==> src/design/aapp_pkg.sv <==
package aapp_pkg;

  // configuration port
  localparam int CFG_IDX_W  = 3;
  localparam int CFG_DATA_W = 32;

  localparam logic [CFG_IDX_W-1:0] CFG_SYS_GAIN  = 3'd0;
  localparam logic [CFG_IDX_W-1:0] CFG_SYS_BIAS  = 3'd1;
  localparam logic [CFG_IDX_W-1:0] CFG_DIA_GAIN  = 3'd2;
  localparam logic [CFG_IDX_W-1:0] CFG_DIA_BIAS  = 3'd3;
  localparam logic [CFG_IDX_W-1:0] CFG_DIA_SCALE = 3'd4;

  localparam logic [CFG_DATA_W-1:0] DIA_SCALE_RESET = 32'h0001_0000;

  // fixed point widths
  localparam int VOLT_W  = 24;  // unsigned q2.22 voltage
  localparam int MUL_A_W = 32;
  localparam int MUL_B_W = 25;
  localparam int PROD_W  = MUL_A_W + MUL_B_W;
  localparam int W_W     = 40;  // diastolic-scaled voltage, signed q.22
  localparam int ACC_W   = 58;
  localparam int PRES_W  = 8;

  typedef enum logic [3:0] {
    ST_IDLE,
    ST_UPDATE,
    ST_DIV_START,
    ST_DIVIDE,
    ST_M_RATIO,
    ST_M_SYS_HI,
    ST_M_SYS_LO,
    ST_M_DIA_HI,
    ST_M_DIA_LO,
    ST_FINISH,
    ST_OUT
  } aapp_state_e;

  // q16.16 offset lifted to the q.22 accumulator scale
  function automatic logic signed [ACC_W-1:0] off_scale(input logic [CFG_DATA_W-1:0] off);
    off_scale = {{(ACC_W-CFG_DATA_W-6){off[CFG_DATA_W-1]}}, off, 6'b0};
  endfunction

  // full product sign-extended to the accumulator
  function automatic logic signed [ACC_W-1:0] prod_ext(input logic [PROD_W-1:0] p);
    prod_ext = {{(ACC_W-PROD_W){p[PROD_W-1]}}, p};
  endfunction

  // floor(p / 2^16) sign-extended to the accumulator
  function automatic logic signed [ACC_W-1:0] prod_shr16(input logic [PROD_W-1:0] p);
    prod_shr16 = {{(ACC_W-PROD_W+16){p[PROD_W-1]}}, p[PROD_W-1:16]};
  endfunction

  // truncate q.22 to an integer and clamp to 0..255
  function automatic logic [PRES_W-1:0] clamp_byte(input logic [ACC_W-1:0] t);
    if (t[ACC_W-1]) begin
      clamp_byte = '0;
    end else if (|t[ACC_W-2:22+PRES_W]) begin
      clamp_byte = '1;
    end else begin
      clamp_byte = t[22+PRES_W-1:22];
    end
  endfunction

endpackage

==> src/design/aapp_if.sv <==
interface aapp_in_if #(
  parameter int AdcBits = 12
);
  logic               valid;
  logic               ready;
  logic [AdcBits-1:0] adc_sample;
  logic               read_ok;

  modport source (output valid, output adc_sample, output read_ok, input ready);
  modport sink   (input valid, input adc_sample, input read_ok, output ready);
endinterface

interface aapp_out_if;
  logic                       valid;
  logic                       ready;
  logic [aapp_pkg::PRES_W-1:0] systolic;
  logic [aapp_pkg::PRES_W-1:0] diastolic;

  modport source (output valid, output systolic, output diastolic, input ready);
  modport sink   (input valid, input systolic, input diastolic, output ready);
endinterface

interface aapp_cfg_if;
  logic                           valid;
  logic                           ready;
  logic [aapp_pkg::CFG_IDX_W-1:0]  index;
  logic [aapp_pkg::CFG_DATA_W-1:0] data;

  modport source (output valid, output index, output data, input ready);
  modport sink   (input valid, input index, input data, output ready);
endinterface

==> src/design/averaged_adc_to_pressure_pair_unit.sv <==
// Averaged ADC to blood pressure pair. Each input word carries one converter sample and a
// read status; every input word produces exactly one output word (systolic, diastolic).
// A good read pushes the sample into a FILTER_DEPTH-deep ring (held in a small RAM) and
// averages the ring: v = sum / count * 3.3 / 2^ADC_BITS as unsigned q2.22. A failed read
// leaves the ring alone and uses v = 0. The pressures are clamp(trunc(gain*x + offset),
// 0, 255) with x = v for systolic and x = floor(v * diastolic scale) for diastolic; gains,
// offsets and scale are signed q16.16 registers written over the config channel (indexes
// 0..4: sys_gain, sys_bias, dia_gain, dia_bias, dia_scale; other indexes are
// dropped), and they must only change while the unit is idle. One word is worked at a
// time: a good read goes through the 24-step restoring divider that forms the average,
// then five passes through one shared 32x25 multiplier and the output load; a failed
// read skips the divider. The input channel is ready again as soon as the result is
// parked in the output register, so the next word can be taken while the previous result
// still waits downstream; only a result that finds the previous one still waiting stalls
// the unit until that one is taken.
module averaged_adc_to_pressure_pair_unit #(
  parameter int FILTER_DEPTH = 8,
  parameter int ADC_BITS     = 12
) (
  input  logic        clk_i,
  input  logic        rst_ni,
  aapp_in_if.sink     in_ch,
  aapp_out_if.source  out_ch,
  aapp_cfg_if.sink    cfg_ch
);

  localparam int CntW     = $clog2(FILTER_DEPTH + 1);
  localparam int SlotW    = (FILTER_DEPTH > 1) ? $clog2(FILTER_DEPTH) : 1;
  localparam int TotalW   = ADC_BITS + CntW;
  localparam int NumShift = 22 - ADC_BITS;   // 2^22 / 2^ADC_BITS folded into the numerator
  localparam int NumW     = CntW + 28;
  localparam int DenW     = CntW + 4;

  localparam int VW = aapp_pkg::VOLT_W;
  localparam int PW = aapp_pkg::PROD_W;
  localparam int WW = aapp_pkg::W_W;
  localparam int AW = aapp_pkg::ACC_W;
  localparam int BW = aapp_pkg::MUL_B_W;

  aapp_pkg::aapp_state_e state_q, state_d;

  // config registers
  logic [aapp_pkg::CFG_DATA_W-1:0] sys_gain_q, sys_off_q, dia_gain_q, dia_off_q, dia_scale_q;

  // filter state
  logic [TotalW-1:0] total_q;
  logic [CntW-1:0]   count_q;
  logic [SlotW-1:0]  slot_q;

  // latched input word
  logic [ADC_BITS-1:0] sample_q;
  logic                ok_q;

  // datapath
  logic [VW-1:0]  v_q;
  logic [WW-1:0]  w_q;
  logic [AW-1:0]  acc_q;
  logic [7:0]     sys_q, dia_q;

  // output register
  logic       out_valid_q;
  logic [7:0] out_sys_q, out_dia_q;

  logic                in_acc;
  logic                full;
  logic [ADC_BITS-1:0] ram_rdata;
  logic [ADC_BITS-1:0] old_sample;
  logic                ring_we;
  logic [TotalW+5:0]   tot33;
  logic [NumW-1:0]     div_num;
  logic [DenW-1:0]     div_den;
  logic                div_start, div_done;
  logic [VW-1:0]       div_quo;
  logic [aapp_pkg::MUL_A_W-1:0] mul_a;
  logic [BW-1:0]       mul_b;
  logic [PW-1:0]       mul_p;
  logic                out_free;

  assign in_ch.ready  = (state_q == aapp_pkg::ST_IDLE);
  assign in_acc       = in_ch.valid && in_ch.ready;
  assign cfg_ch.ready = 1'b1;
  assign out_free     = !out_valid_q || out_ch.ready;

  // ---------------------------------------------------------------- config
  always_ff @(posedge clk_i or negedge rst_ni) begin
    if (!rst_ni) begin
      sys_gain_q  <= '0;
      sys_off_q   <= '0;
      dia_gain_q  <= '0;
      dia_off_q   <= '0;
      dia_scale_q <= aapp_pkg::DIA_SCALE_RESET;
    end else if (cfg_ch.valid && cfg_ch.ready) begin
      case (cfg_ch.index)
        aapp_pkg::CFG_SYS_GAIN:  sys_gain_q  <= cfg_ch.data;
        aapp_pkg::CFG_SYS_BIAS:  sys_off_q   <= cfg_ch.data;
        aapp_pkg::CFG_DIA_GAIN:  dia_gain_q  <= cfg_ch.data;
        aapp_pkg::CFG_DIA_BIAS:  dia_off_q   <= cfg_ch.data;
        aapp_pkg::CFG_DIA_SCALE: dia_scale_q <= cfg_ch.data;
        default: ;
      endcase
    end
  end

  // ---------------------------------------------------------------- sample ring
  // the ram is read at the write slot every cycle, so the entry about to be
  // replaced is ready in the update state; entries are only trusted once the
  // ring is full, before that the slot was never written and counts as zero
  assign full       = (count_q == CntW'(FILTER_DEPTH));
  assign old_sample = full ? ram_rdata : '0;
  assign ring_we    = (state_q == aapp_pkg::ST_UPDATE) && ok_q;

  aapp_ram #(
    .Width (ADC_BITS),
    .Depth (FILTER_DEPTH)
  ) u_ring (
    .clk_i   (clk_i),
    .we_i    (ring_we),
    .waddr_i (slot_q),
    .wdata_i (sample_q),
    .raddr_i (slot_q),
    .rdata_o (ram_rdata)
  );

  always_ff @(posedge clk_i or negedge rst_ni) begin
    if (!rst_ni) begin
      total_q <= '0;
      count_q <= '0;
      slot_q  <= '0;
    end else if (ring_we) begin
      total_q <= total_q - TotalW'(old_sample) + TotalW'(sample_q);
      if (!full) begin
        count_q <= count_q + 1'b1;
      end
      if (slot_q == SlotW'(FILTER_DEPTH - 1)) begin
        slot_q <= '0;
      end else begin
        slot_q <= slot_q + 1'b1;
      end
    end
  end

  // ---------------------------------------------------------------- average
  // v = total * 33 * 2^(22 - ADC_BITS) / (count * 10), quotient always below 2^24
  assign tot33   = (TotalW+6)'({total_q, 5'b0}) + (TotalW+6)'(total_q);
  assign div_num = {tot33, {NumShift{1'b0}}};
  assign div_den = DenW'({count_q, 3'b0}) + DenW'({count_q, 1'b0});
  assign div_start = (state_q == aapp_pkg::ST_DIV_START);

  aapp_divider #(
    .NumW (NumW),
    .DenW (DenW)
  ) u_div (
    .clk_i   (clk_i),
    .rst_ni  (rst_ni),
    .start_i (div_start),
    .num_i   (div_num),
    .den_i   (div_den),
    .done_o  (div_done),
    .quo_o   (div_quo)
  );

  // ---------------------------------------------------------------- shared multiplier
  // operands are steered per state, the product shows up one state later
  always_comb begin
    mul_a = '0;
    mul_b = '0;
    case (state_q)
      aapp_pkg::ST_M_RATIO: begin
        mul_a = dia_scale_q;
        mul_b = {1'b0, v_q};
      end
      aapp_pkg::ST_M_SYS_HI: begin
        mul_a = sys_gain_q;
        mul_b = BW'(v_q[VW-1:16]);
      end
      aapp_pkg::ST_M_SYS_LO: begin
        mul_a = sys_gain_q;
        mul_b = BW'(v_q[15:0]);
      end
      aapp_pkg::ST_M_DIA_HI: begin
        mul_a = dia_gain_q;
        mul_b = {w_q[WW-1], w_q[WW-1:16]};
      end
      aapp_pkg::ST_M_DIA_LO: begin
        mul_a = dia_gain_q;
        mul_b = BW'(w_q[15:0]);
      end
      default: ;
    endcase
  end

  aapp_mul u_mul (
    .clk_i (clk_i),
    .a_i   (mul_a),
    .b_i   (mul_b),
    .p_o   (mul_p)
  );

  // ---------------------------------------------------------------- datapath registers
  always_ff @(posedge clk_i) begin
    if (in_acc) begin
      sample_q <= in_ch.adc_sample;
      ok_q     <= in_ch.read_ok;
    end
    case (state_q)
      aapp_pkg::ST_UPDATE: begin
        if (!ok_q) begin
          v_q <= '0;   // failed read maps the bare offsets
        end
      end
      aapp_pkg::ST_DIVIDE: begin
        if (div_done) begin
          v_q <= div_quo;
        end
      end
      aapp_pkg::ST_M_SYS_HI: begin
        w_q <= mul_p[WW+15:16];   // floor(v * scale / 2^16)
      end
      aapp_pkg::ST_M_SYS_LO: begin
        acc_q <= aapp_pkg::prod_ext(mul_p) + aapp_pkg::off_scale(sys_off_q);
      end
      aapp_pkg::ST_M_DIA_HI: begin
        sys_q <= aapp_pkg::clamp_byte(acc_q + aapp_pkg::prod_shr16(mul_p));
      end
      aapp_pkg::ST_M_DIA_LO: begin
        acc_q <= aapp_pkg::prod_ext(mul_p) + aapp_pkg::off_scale(dia_off_q);
      end
      aapp_pkg::ST_FINISH: begin
        dia_q <= aapp_pkg::clamp_byte(acc_q + aapp_pkg::prod_shr16(mul_p));
      end
      default: ;
    endcase
  end

  // ---------------------------------------------------------------- sequencer
  always_ff @(posedge clk_i or negedge rst_ni) begin
    if (!rst_ni) begin
      state_q <= aapp_pkg::ST_IDLE;
    end else begin
      state_q <= state_d;
    end
  end

  always_comb begin
    state_d = state_q;
    case (state_q)
      aapp_pkg::ST_IDLE:      if (in_acc) state_d = aapp_pkg::ST_UPDATE;
      aapp_pkg::ST_UPDATE:    state_d = ok_q ? aapp_pkg::ST_DIV_START : aapp_pkg::ST_M_RATIO;
      aapp_pkg::ST_DIV_START: state_d = aapp_pkg::ST_DIVIDE;
      aapp_pkg::ST_DIVIDE:    if (div_done) state_d = aapp_pkg::ST_M_RATIO;
      aapp_pkg::ST_M_RATIO:   state_d = aapp_pkg::ST_M_SYS_HI;
      aapp_pkg::ST_M_SYS_HI:  state_d = aapp_pkg::ST_M_SYS_LO;
      aapp_pkg::ST_M_SYS_LO:  state_d = aapp_pkg::ST_M_DIA_HI;
      aapp_pkg::ST_M_DIA_HI:  state_d = aapp_pkg::ST_M_DIA_LO;
      aapp_pkg::ST_M_DIA_LO:  state_d = aapp_pkg::ST_FINISH;
      aapp_pkg::ST_FINISH:    state_d = aapp_pkg::ST_OUT;
      aapp_pkg::ST_OUT:       if (out_free) state_d = aapp_pkg::ST_IDLE;
      default:                state_d = aapp_pkg::ST_IDLE;
    endcase
  end

  // ---------------------------------------------------------------- output register
  always_ff @(posedge clk_i or negedge rst_ni) begin
    if (!rst_ni) begin
      out_valid_q <= 1'b0;
    end else if ((state_q == aapp_pkg::ST_OUT) && out_free) begin
      out_valid_q <= 1'b1;
    end else if (out_ch.ready) begin
      out_valid_q <= 1'b0;
    end
  end

  always_ff @(posedge clk_i) begin
    if ((state_q == aapp_pkg::ST_OUT) && out_free) begin
      out_sys_q <= sys_q;
      out_dia_q <= dia_q;
    end
  end

  assign out_ch.valid     = out_valid_q;
  assign out_ch.systolic  = out_sys_q;
  assign out_ch.diastolic = out_dia_q;

endmodule

==> src/design/aapp_ram.sv <==
module aapp_ram #(
  parameter int Width = 12,
  parameter int Depth = 8,
  localparam int AddrW = (Depth > 1) ? $clog2(Depth) : 1
) (
  input  logic             clk_i,
  input  logic             we_i,
  input  logic [AddrW-1:0] waddr_i,
  input  logic [Width-1:0] wdata_i,
  input  logic [AddrW-1:0] raddr_i,
  output logic [Width-1:0] rdata_o
);

  logic [Width-1:0] mem_q [Depth];
  logic [Width-1:0] rdata_q;

  always_ff @(posedge clk_i) begin
    if (we_i) begin
      mem_q[waddr_i] <= wdata_i;
    end
    rdata_q <= mem_q[raddr_i];
  end

  assign rdata_o = rdata_q;

endmodule

==> src/design/aapp_divider.sv <==
module aapp_divider #(
  parameter int NumW = 32,
  parameter int DenW = 8
) (
  input  logic                          clk_i,
  input  logic                          rst_ni,
  input  logic                          start_i,
  input  logic [NumW-1:0]               num_i,
  input  logic [DenW-1:0]               den_i,
  output logic                          done_o,
  output logic [aapp_pkg::VOLT_W-1:0]   quo_o
);

  localparam int QW   = aapp_pkg::VOLT_W;
  localparam int CntW = $clog2(QW);

  logic            busy_q, done_q;
  logic [CntW-1:0] cnt_q;
  logic [DenW-1:0] rem_q, den_q;
  logic [QW-1:0]   quo_q;   // low numerator bits shift out, quotient bits shift in
  logic [DenW:0]   trial;
  logic            ge;
  logic [DenW:0]   diff;

  // restoring step: remainder stays below the divisor, one compare-subtract a cycle
  always_comb begin
    trial = {rem_q, quo_q[QW-1]};
    ge    = trial >= {1'b0, den_q};
    diff  = trial - {1'b0, den_q};
  end

  always_ff @(posedge clk_i or negedge rst_ni) begin
    if (!rst_ni) begin
      busy_q <= 1'b0;
      done_q <= 1'b0;
      cnt_q  <= '0;
    end else begin
      done_q <= 1'b0;
      if (start_i) begin
        busy_q <= 1'b1;
        cnt_q  <= '0;
      end else if (busy_q) begin
        cnt_q <= cnt_q + 1'b1;
        if (cnt_q == CntW'(QW - 1)) begin
          busy_q <= 1'b0;
          done_q <= 1'b1;
        end
      end
    end
  end

  always_ff @(posedge clk_i) begin
    if (start_i) begin
      rem_q <= num_i[NumW-1:QW];
      quo_q <= num_i[QW-1:0];
      den_q <= den_i;
    end else if (busy_q) begin
      rem_q <= ge ? diff[DenW-1:0] : trial[DenW-1:0];
      quo_q <= {quo_q[QW-2:0], ge};
    end
  end

  assign done_o = done_q;
  assign quo_o  = quo_q;

endmodule

==> src/design/aapp_mul.sv <==
module aapp_mul (
  input  logic                         clk_i,
  input  logic [aapp_pkg::MUL_A_W-1:0] a_i,
  input  logic [aapp_pkg::MUL_B_W-1:0] b_i,
  output logic [aapp_pkg::PROD_W-1:0]  p_o
);

  logic signed [aapp_pkg::PROD_W-1:0] p_q;

  // signed 32x25 multiply, product registered
  always_ff @(posedge clk_i) begin
    p_q <= signed'(a_i) * signed'(b_i);
  end

  assign p_o = p_q;

endmodule

==> src/flat_wrapper.sv <==
// flat-port wrapper written by rule: the top's interface ports become plain ports
module averaged_adc_to_pressure_pair_unit_flat 
#(
  parameter int FILTER_DEPTH = 8,
  parameter int ADC_BITS     = 12
)
  (clk_i, rst_ni, in_ch_valid, in_ch_adc_sample, in_ch_read_ok, in_ch_ready, out_ch_valid, out_ch_systolic, out_ch_diastolic, out_ch_ready, cfg_ch_valid, cfg_ch_index, cfg_ch_data, cfg_ch_ready);
  aapp_in_if #(.AdcBits(ADC_BITS)) in_ch_i ();
  aapp_out_if out_ch_i ();
  aapp_cfg_if cfg_ch_i ();
  input  logic clk_i;
  input  logic rst_ni;
  input wire logic [$bits(in_ch_i.valid)-1:0] in_ch_valid;
  input wire logic [$bits(in_ch_i.adc_sample)-1:0] in_ch_adc_sample;
  input wire logic [$bits(in_ch_i.read_ok)-1:0] in_ch_read_ok;
  output wire logic [$bits(in_ch_i.ready)-1:0] in_ch_ready;
  output wire logic [$bits(out_ch_i.valid)-1:0] out_ch_valid;
  output wire logic [$bits(out_ch_i.systolic)-1:0] out_ch_systolic;
  output wire logic [$bits(out_ch_i.diastolic)-1:0] out_ch_diastolic;
  input wire logic [$bits(out_ch_i.ready)-1:0] out_ch_ready;
  input wire logic [$bits(cfg_ch_i.valid)-1:0] cfg_ch_valid;
  input wire logic [$bits(cfg_ch_i.index)-1:0] cfg_ch_index;
  input wire logic [$bits(cfg_ch_i.data)-1:0] cfg_ch_data;
  output wire logic [$bits(cfg_ch_i.ready)-1:0] cfg_ch_ready;
  assign in_ch_i.valid = in_ch_valid;
  assign in_ch_i.adc_sample = in_ch_adc_sample;
  assign in_ch_i.read_ok = in_ch_read_ok;
  assign in_ch_ready = in_ch_i.ready;
  assign out_ch_valid = out_ch_i.valid;
  assign out_ch_systolic = out_ch_i.systolic;
  assign out_ch_diastolic = out_ch_i.diastolic;
  assign out_ch_i.ready = out_ch_ready;
  assign cfg_ch_i.valid = cfg_ch_valid;
  assign cfg_ch_i.index = cfg_ch_index;
  assign cfg_ch_i.data = cfg_ch_data;
  assign cfg_ch_ready = cfg_ch_i.ready;
  averaged_adc_to_pressure_pair_unit #(.FILTER_DEPTH(FILTER_DEPTH), .ADC_BITS(ADC_BITS)) u_core (.clk_i(clk_i), .rst_ni(rst_ni), .in_ch(in_ch_i), .out_ch(out_ch_i), .cfg_ch(cfg_ch_i));
endmodule
==> config.mk <==
export PLATFORM = sky130hd
export DESIGN_NAME = averaged_adc_to_pressure_pair_unit_flat
export DESIGN_NICKNAME = d
export VERILOG_FILES = /design/src/design/aapp_pkg.sv /design/src/design/aapp_if.sv /design/src/design/averaged_adc_to_pressure_pair_unit.sv /design/src/design/aapp_ram.sv /design/src/design/aapp_divider.sv /design/src/design/aapp_mul.sv /design/src/flat_wrapper.sv
export SDC_FILE = /design/constraint.sdc
export NUM_CORES = 2
export LEC_CHECK = 0
export BUFFER_PORTS_ARGS = -buffer_cell sky130_fd_sc_hd__buf_4
export CORE_AREA = 2 2 309 617
export DETAILED_ROUTE_END_ITERATION = 7
export DIE_AREA = 0 0 311 619
export GPL_ROUTABILITY_DRIVEN = 0
export PLACE_DENSITY = 0.53
export SLEW_MARGIN = 40
export SYNTH_ARGS = -nofsm -noshare
export SYNTH_HDL_FRONTEND = slang
export SYNTH_SLANG_ARGS = --single-unit
==> constraint.sdc <==
create_clock -name clk_i -period 29.5 [get_ports clk_i]
set_clock_uncertainty 0.1 [all_clocks]
set_input_delay 5.9 -clock clk_i [delete_from_list [all_inputs] [get_ports clk_i]]
set_output_delay 5.9 -clock clk_i [all_outputs]
set_load 0.05 [all_outputs]
=== Word-level counts from Yosys, hierarchy flattened ===
Memories as Yosys holds them, arrays and structs flattened. A register that Yosys moved wholly into a read port is not among the register bits.
Cells that the tools add are included.

* Add/subtract/negate cells: 11
* Order comparisons: 1
* Equality and inequality tests: 21
* Reductions and logical operators: 22
* Multipliers: 1
* Bitwise logic cells: 1
* Mux-type cells: 32

{| class="wikitable"
|+ Operator list
! operator !! count
|-
| 25-bit one-hot mux with 5 select lines || 1
|-
| 57-bit by 38-bit adder with 58-bit output || 2
|-
| 58-bit one-hot mux with 2 select lines || 1
|-
| 24-bit 2-to-1 mux || 4
|-
| 32-bit one-hot mux with 3 select lines || 1
|-
| 58-bit adder || 1
|-
| 32-bit by 25-bit multiplier with 57-bit output || 1
|-
| 24-bit one-hot mux with 2 select lines || 1
|-
| 4-bit one-hot mux with 11 select lines || 1
|-
| 8-bit 2-to-1 mux || 5
|-
| 27-bit OR reduction || 1
|-
| 21-bit by 16-bit adder with 22-bit output || 1
|-
| 16-bit by 12-bit adder with 16-bit output || 1
|-
| 4-bit by 3-bit equality test with 1-bit output (second input constant) || 4
|-
| 4-bit equality test (second input constant) || 4
|-
| 16-bit by 12-bit subtractor with 16-bit output || 1
|-
| 12-bit 2-to-1 mux || 1
|-
| 4-bit 2-to-1 mux || 3
|-
| 2-bit AND reduction || 6
|-
| 1-bit 2-to-1 mux || 10
|-
| 5-bit 2-to-1 mux || 2
|-
| 9-bit by 8-bit greater-or-equal comparator with 1-bit output || 1
|-
| 7-bit by 5-bit adder with 8-bit output || 1
|-
| 4-bit by 2-bit equality test with 1-bit output (second input constant) || 2
|-
| 21 further kinds || 33
|}

* Bits in writable memories: 96
* Logic and storage cells: 117
* Memories: 1
* Input bits: 53
* Flip-flop bits (word level): 459
* Output and inout bits: 19

{| class="wikitable"
|+ Memory list
! memory !! depth !! width !! rd ports !! clocked after Yosys merged registers in !! write ports !! line !! source
|-
| u_core.u_ring.mem_q || 8 || 12 || 1 || 1 || 1 || aapp_ram.sv:14 || <nowiki>logic [Width-1:0] mem_q [Depth];</nowiki>
|}

=== Depth between registers and ports, before layout ===
* Depth in word-level cells: 4
* Mapped depth: 37
* Mapped depth without buffers: 32

=== Cells and area by module ===
A second synthesis with hierarchy kept.

* Cell total of the unflattened synthesis: 5610
* Area, all modules: 57804.2 um^2

{| class="wikitable"
|+ Modules (own cells, without submodules)
! module !! cells each !! area an instance (um^2) !! instances !! seq. area each (um^2)
|-
| aapp_mul || 3190 || 29538.3 || 1 || 1141.1
|-
| averaged_adc_to_pressure_pair_unit || 2080 || 21946.0 || 1 || 9720.6
|-
| aapp_ram || 164 || 3987.6 || 1 || 3123.0
|-
| aapp_divider || 176 || 2332.2 || 1 || 1376.3
|}

=== Least setup slack after synthesis ===
OpenSTA, ideal clock, no wires.

* Path kind: reg2reg
* From: register u_core.state_q[3]
* To: register u_core.u_mul.p_q, in the netlist u_core.u_mul.p_o[55]
* Arrival time: 9.699 ns
* Setup time: 0.072 ns
* Path slack: 19.629 ns
* Cell stages (with the launch flop): 32
* Clock period less this slack: 9.871 ns
* Cells stage by stage: dfrtp_1 nand2b_1 nor2_1 a22oi_1 nand2_1 clkbuf_1 nand2_1 inv_1 fa_1 inv_1 fa_1 fa_1 inv_1 fa_1 fa_1 fa_1 inv_1 fa_1 inv_1 ha_1 clkbuf_1 a21o_1 a21o_1 a21oi_1 o21ai_1 a221o_1 a21o_1 o41ai_2 o211a_1 o21bai_1 a21oi_1 xnor2_1

* Longest elaborated chain between the ends: 4
* Elaborated cells on any way between the ends: 10

{| class="wikitable"
|+ RTL lines
! element !! line !! source
|-
| start, declared || averaged_adc_to_pressure_pair_unit.sv:40 || <nowiki>aapp_pkg::aapp_state_e state_q, state_d;</nowiki>
|-
| start signal, assigned || averaged_adc_to_pressure_pair_unit.sv:238 || <nowiki>state_q <= aapp_pkg::ST_IDLE;</nowiki>
|-
| start signal, assigned || averaged_adc_to_pressure_pair_unit.sv:240 || <nowiki>state_q <= state_d;</nowiki>
|-
| 4-bit by 3-bit equality test with 1-bit output / 4-bit equality test (equally long branches) || averaged_adc_to_pressure_pair_unit.sv:167 || <nowiki>case (state_q)</nowiki>
|-
| 2-bit OR reduction (no line) || - ||
|-
| 32-bit one-hot mux with 3 select lines || averaged_adc_to_pressure_pair_unit.sv:167 ||
|-
| 32-bit by 25-bit multiplier with 57-bit output * || aapp_mul.sv:12 || <nowiki>p_q <= signed'(a_i) * signed'(b_i);</nowiki>
|-
| end signal, assigned || aapp_mul.sv:12 ||
|-
| end, declared || aapp_mul.sv:8 || <nowiki>logic signed [aapp_pkg::PROD_W-1:0] p_q;</nowiki>
|}

Every way passes the cells marked *; elsewhere a longest branch is shown, timed or not.
A chain may end at the register's enable or synchronous reset.

=== Worst setup path after layout ===
* From: register u_core.state_q[0]
* To: register u_core.u_mul.p_q, in the netlist u_core.u_mul.p_o[56]

Same word-level chain as after synthesis.

==> results.tsv <==
stage	metric	value	unit
global_route	grt_pass1_wl	287000	µm
global_route	maximum_number_of_pins_on_one_net_before_global_route_repair	65	
timing	post-route-period-util	35.6	%
placed_design	number_of_placed_instances_taps_included	7983	
global_route	grt_pass1_vias	44600	
drt	drt_drc_violations_left	0	
yosys	synthMostInstantiatedCell	inv_1	
placed_design	hpwl_detailed	158000	µm
cts	clk_path_buf_depth	3	
yosys	seq_area_frac_synth	27.2	%
worst_setup_path	worst-setup-path-type	reg2reg	
final_layout	area_growth_syn_to_layout	10.3	%
yosys	postSynth.asyncResetShare	34.5	%
drt	vias_per_cell	5.02	
timing	relSlewSlack	34.5	%
cts	cts-root-buf	clkbuf_16	
cts	cts_repair_resize_count	0	
die	placement_rows	225	
worst_setup_path	critical_path.max_stage_delay	690	ps
yosys	netlist-cell-type-count	96	
cts	htreeDepth	2	
worst_setup_path	timing.critical_path.required	29980	ps
worst_setup_path	arrival	10990	ps
yosys	syn-num-nets	6767	
yosys	synth_area_leader_cell	fa_1	
cts	clk_latency_worst_skew_pair	650	ps
timing	final_slew_viol_count	0	
timing	setup_tns	0	ps
worst_setup_path	critical_path.n_buffers_inverters	6	
timing	fmaxAchievable	95.1	MHz
yosys	ys_top_cells_by_count	inv_1, fa_1, nand2_1	
drt	wire_per_inst	24.2	µm
yosys	ys_dominant_reg_cell	edfxtp_1	
final_layout	multiInputGateArea	36600	µm²
yosys	synth-edff-count	292	
drt	drtPass1Iterations	5	
worst_setup_path	worst_path_max_delay_cell	dfrtp_1	
timing	worstMarginPinSlew	983	ps
global_route	grt_overflow	0	
run	drv.max_cap_violation_count	0	
final_layout	nets	6741	
yosys	yosysTopAreaCellShare	29.8	%
final_layout	layout-drive-gt1-share	10.2	%
final_layout	fin_cells	8097	
run_status	run_status	completed	
yosys	ys_ff_latch	566	
worst_setup_path	crit_path_max_fanout	40	
global_route	initial_antenna_violation_count	12	
yosys	postSynthCellCount	5573	
drt	drtAntennaViolNets	0	
yosys	synth.yosys.warnings	0	
worst_setup_path	critical-path-top-delay-family	adder cells	
worst_setup_path	worst_setup_path_start_kind	flop	
cts	tritoncts.num_buffers	58	
timing	period_needed	10510	ps
drt	route.vias.total	40700	
die	fp.dieArea	193000	µm²
cts	clkSinkCount	566	
drt	drt-initial-drc-count	2185	
cts	cts.clk_slew.worst_paths	70	ps
cts	cts_tree	yes	
die	ioPinCount	72	
worst_setup_path	critPathMostFrequentCell	fa_1	
yosys	netlist_top_cells_area	fa_1, edfxtp_1, dfrtp_1, ha_1, inv_1	
drt	wl	196000	µm
yosys	syn_area_per_cell	10.1	µm²
hold_path	hold_removal_path_class	reg2reg	
die	floorplan.core_area	187000	µm²
die	die_height	619	µm
cts	post_cts_buffers	0	
placed_design	i_o_buffers	70	
yosys	synth_area	56000	µm²
timing	final_hold_viol_count	0	
worst_setup_path	setup.worst_path.end_class	flop	
cts	cts.hold.buffers_added	0	
global_route	tot_gr_track_use	20.3	%
final_layout	regArea	15200	µm²
timing	final_setup_violation_count	0	
die	initial_utilization	29.9	%
die	floorplan.die.width	311	µm
timing	rsz0062_at_grt	no	
final_layout	fillerInstances	19300	
-- path summary, 6_finish.rpt --
path                                          start                     to  slack (ps)  cells past startpoint
worst max register to register    u_core.state_q[0]   u_core.u_mul.p_o[56]       18990                     30
worst min-delay path            u_core.u_mul.p_o[3]        u_core.acc_q[3]         300                      0
max in group asynchronous                    rst_ni    u_core.dia_off_q[0]       22720                      4
min in group asynchronous                    rst_ni  u_core.u_div.cnt_q[1]        5010                      1
worst max-delay path              u_core.state_q[0]   u_core.u_mul.p_o[56]       18990                     30
worst min register to register  u_core.u_mul.p_o[3]        u_core.acc_q[3]         300                      0
-- registers in the layout, summed over array words and instances, names as in the netlist, 12 cells and up --
| name | count |
|---|---|
| u_core.acc_q | 58 |
| u_core.dia_gain_q | 32 |
| u_core.dia_off_q | 32 |
| u_core.dia_scale_q | 32 |
| u_core.sample_q | 12 |
| u_core.sys_gain_q | 32 |
| u_core.sys_off_q | 32 |
| u_core.total_q | 16 |
| u_core.u_div.quo_o | 24 |
| u_core.u_mul.p_o | 57 |
| u_core.u_ring.mem_q | 96 |
| u_core.u_ring.rdata_o | 12 |
| u_core.v_q | 24 |
| u_core.w_q | 40 |
-- metrics by stage --
step                setup slack [ps]  hold WS (ps)  util (%)  area (µm²)
global route                   18490           308      32.9       61800
CTS                            19100           305      32.9       61700
floorplan                      19630           286         -       56000
detailed placement             19140           289      31.8       59600
finish                         18990           304      32.9       61800
global placement               18980           288      31.7       59500
-- routing by layer --
layer / vias up / track usage, % / routed length (µm) / share of wire, %
met5: - / 0 / 129 / 0.066
met4: 20 / 18.1 / 21300 / 11
met3: 729 / 2.89 / 8670 / 4.4
met2: 1326 / 39.3 / 107000 / 55
met1: 20800 / 18.0 / 59000 / 30
li1: 17800 / - / - / -
-- final cells by class --
class | instances | area share [%]
well taps | 2497 | 5.06
clock buffers | 68 | 2.51
flip-flops and latches | 566 | 24.7
diodes | 3 | 0.0122
inverters | 954 | 5.80
multi-input cells | 3817 | 59.2
repair buffers | 150 | 1.90
clock inverters | 42 | 0.871
-- logic make-up (layout without fill, tap and decap cells) --
group	Yosys count	in the layout	share of synthesized area (%)
fa+ha+maj	1141	1141	36.7
flops	566	566	27.2
xor+xnor	154	154	2.41
buf+inv	1190	1214	8.01
mux	238	238	5.11
simple gates	1567	1567	12.0
compound gates	716	716	8.56
other cells	1	4	0.00669
-- layout by cell type (no fill, tap or decap), types with 13 or more instances in the layout --
master     count
nor3_1        41
a21oi_1      199
a211oi_1      30
xnor2_1      104
o211ai_1      14
a21o_1        81
inv_1        952
xor2_1        49
mux4_2        18
dfxtp_1       79
o21bai_1      26
o31ai_1       13
o21ai_1       23
o21a_1        24
ha_1         306
nand3_1       50
nand4_1       42
buf_4        145
nand2_2       16
edfxtp_1     292
mux2i_1       20
clkbuf_16     60
a22oi_1       62
dfrtp_1      194
nand2_1      647
a31oi_1       16
o21ai_0      114
and3_1        15
nor2b_1       23
fa_1         835
mux2_2       199
nand2b_1      27
and2_1        76
nor2_1       540
Power is left out: the tool's default activity adds up to more than one toggle a clock period on the data nets, which glitch-free logic cannot reach.
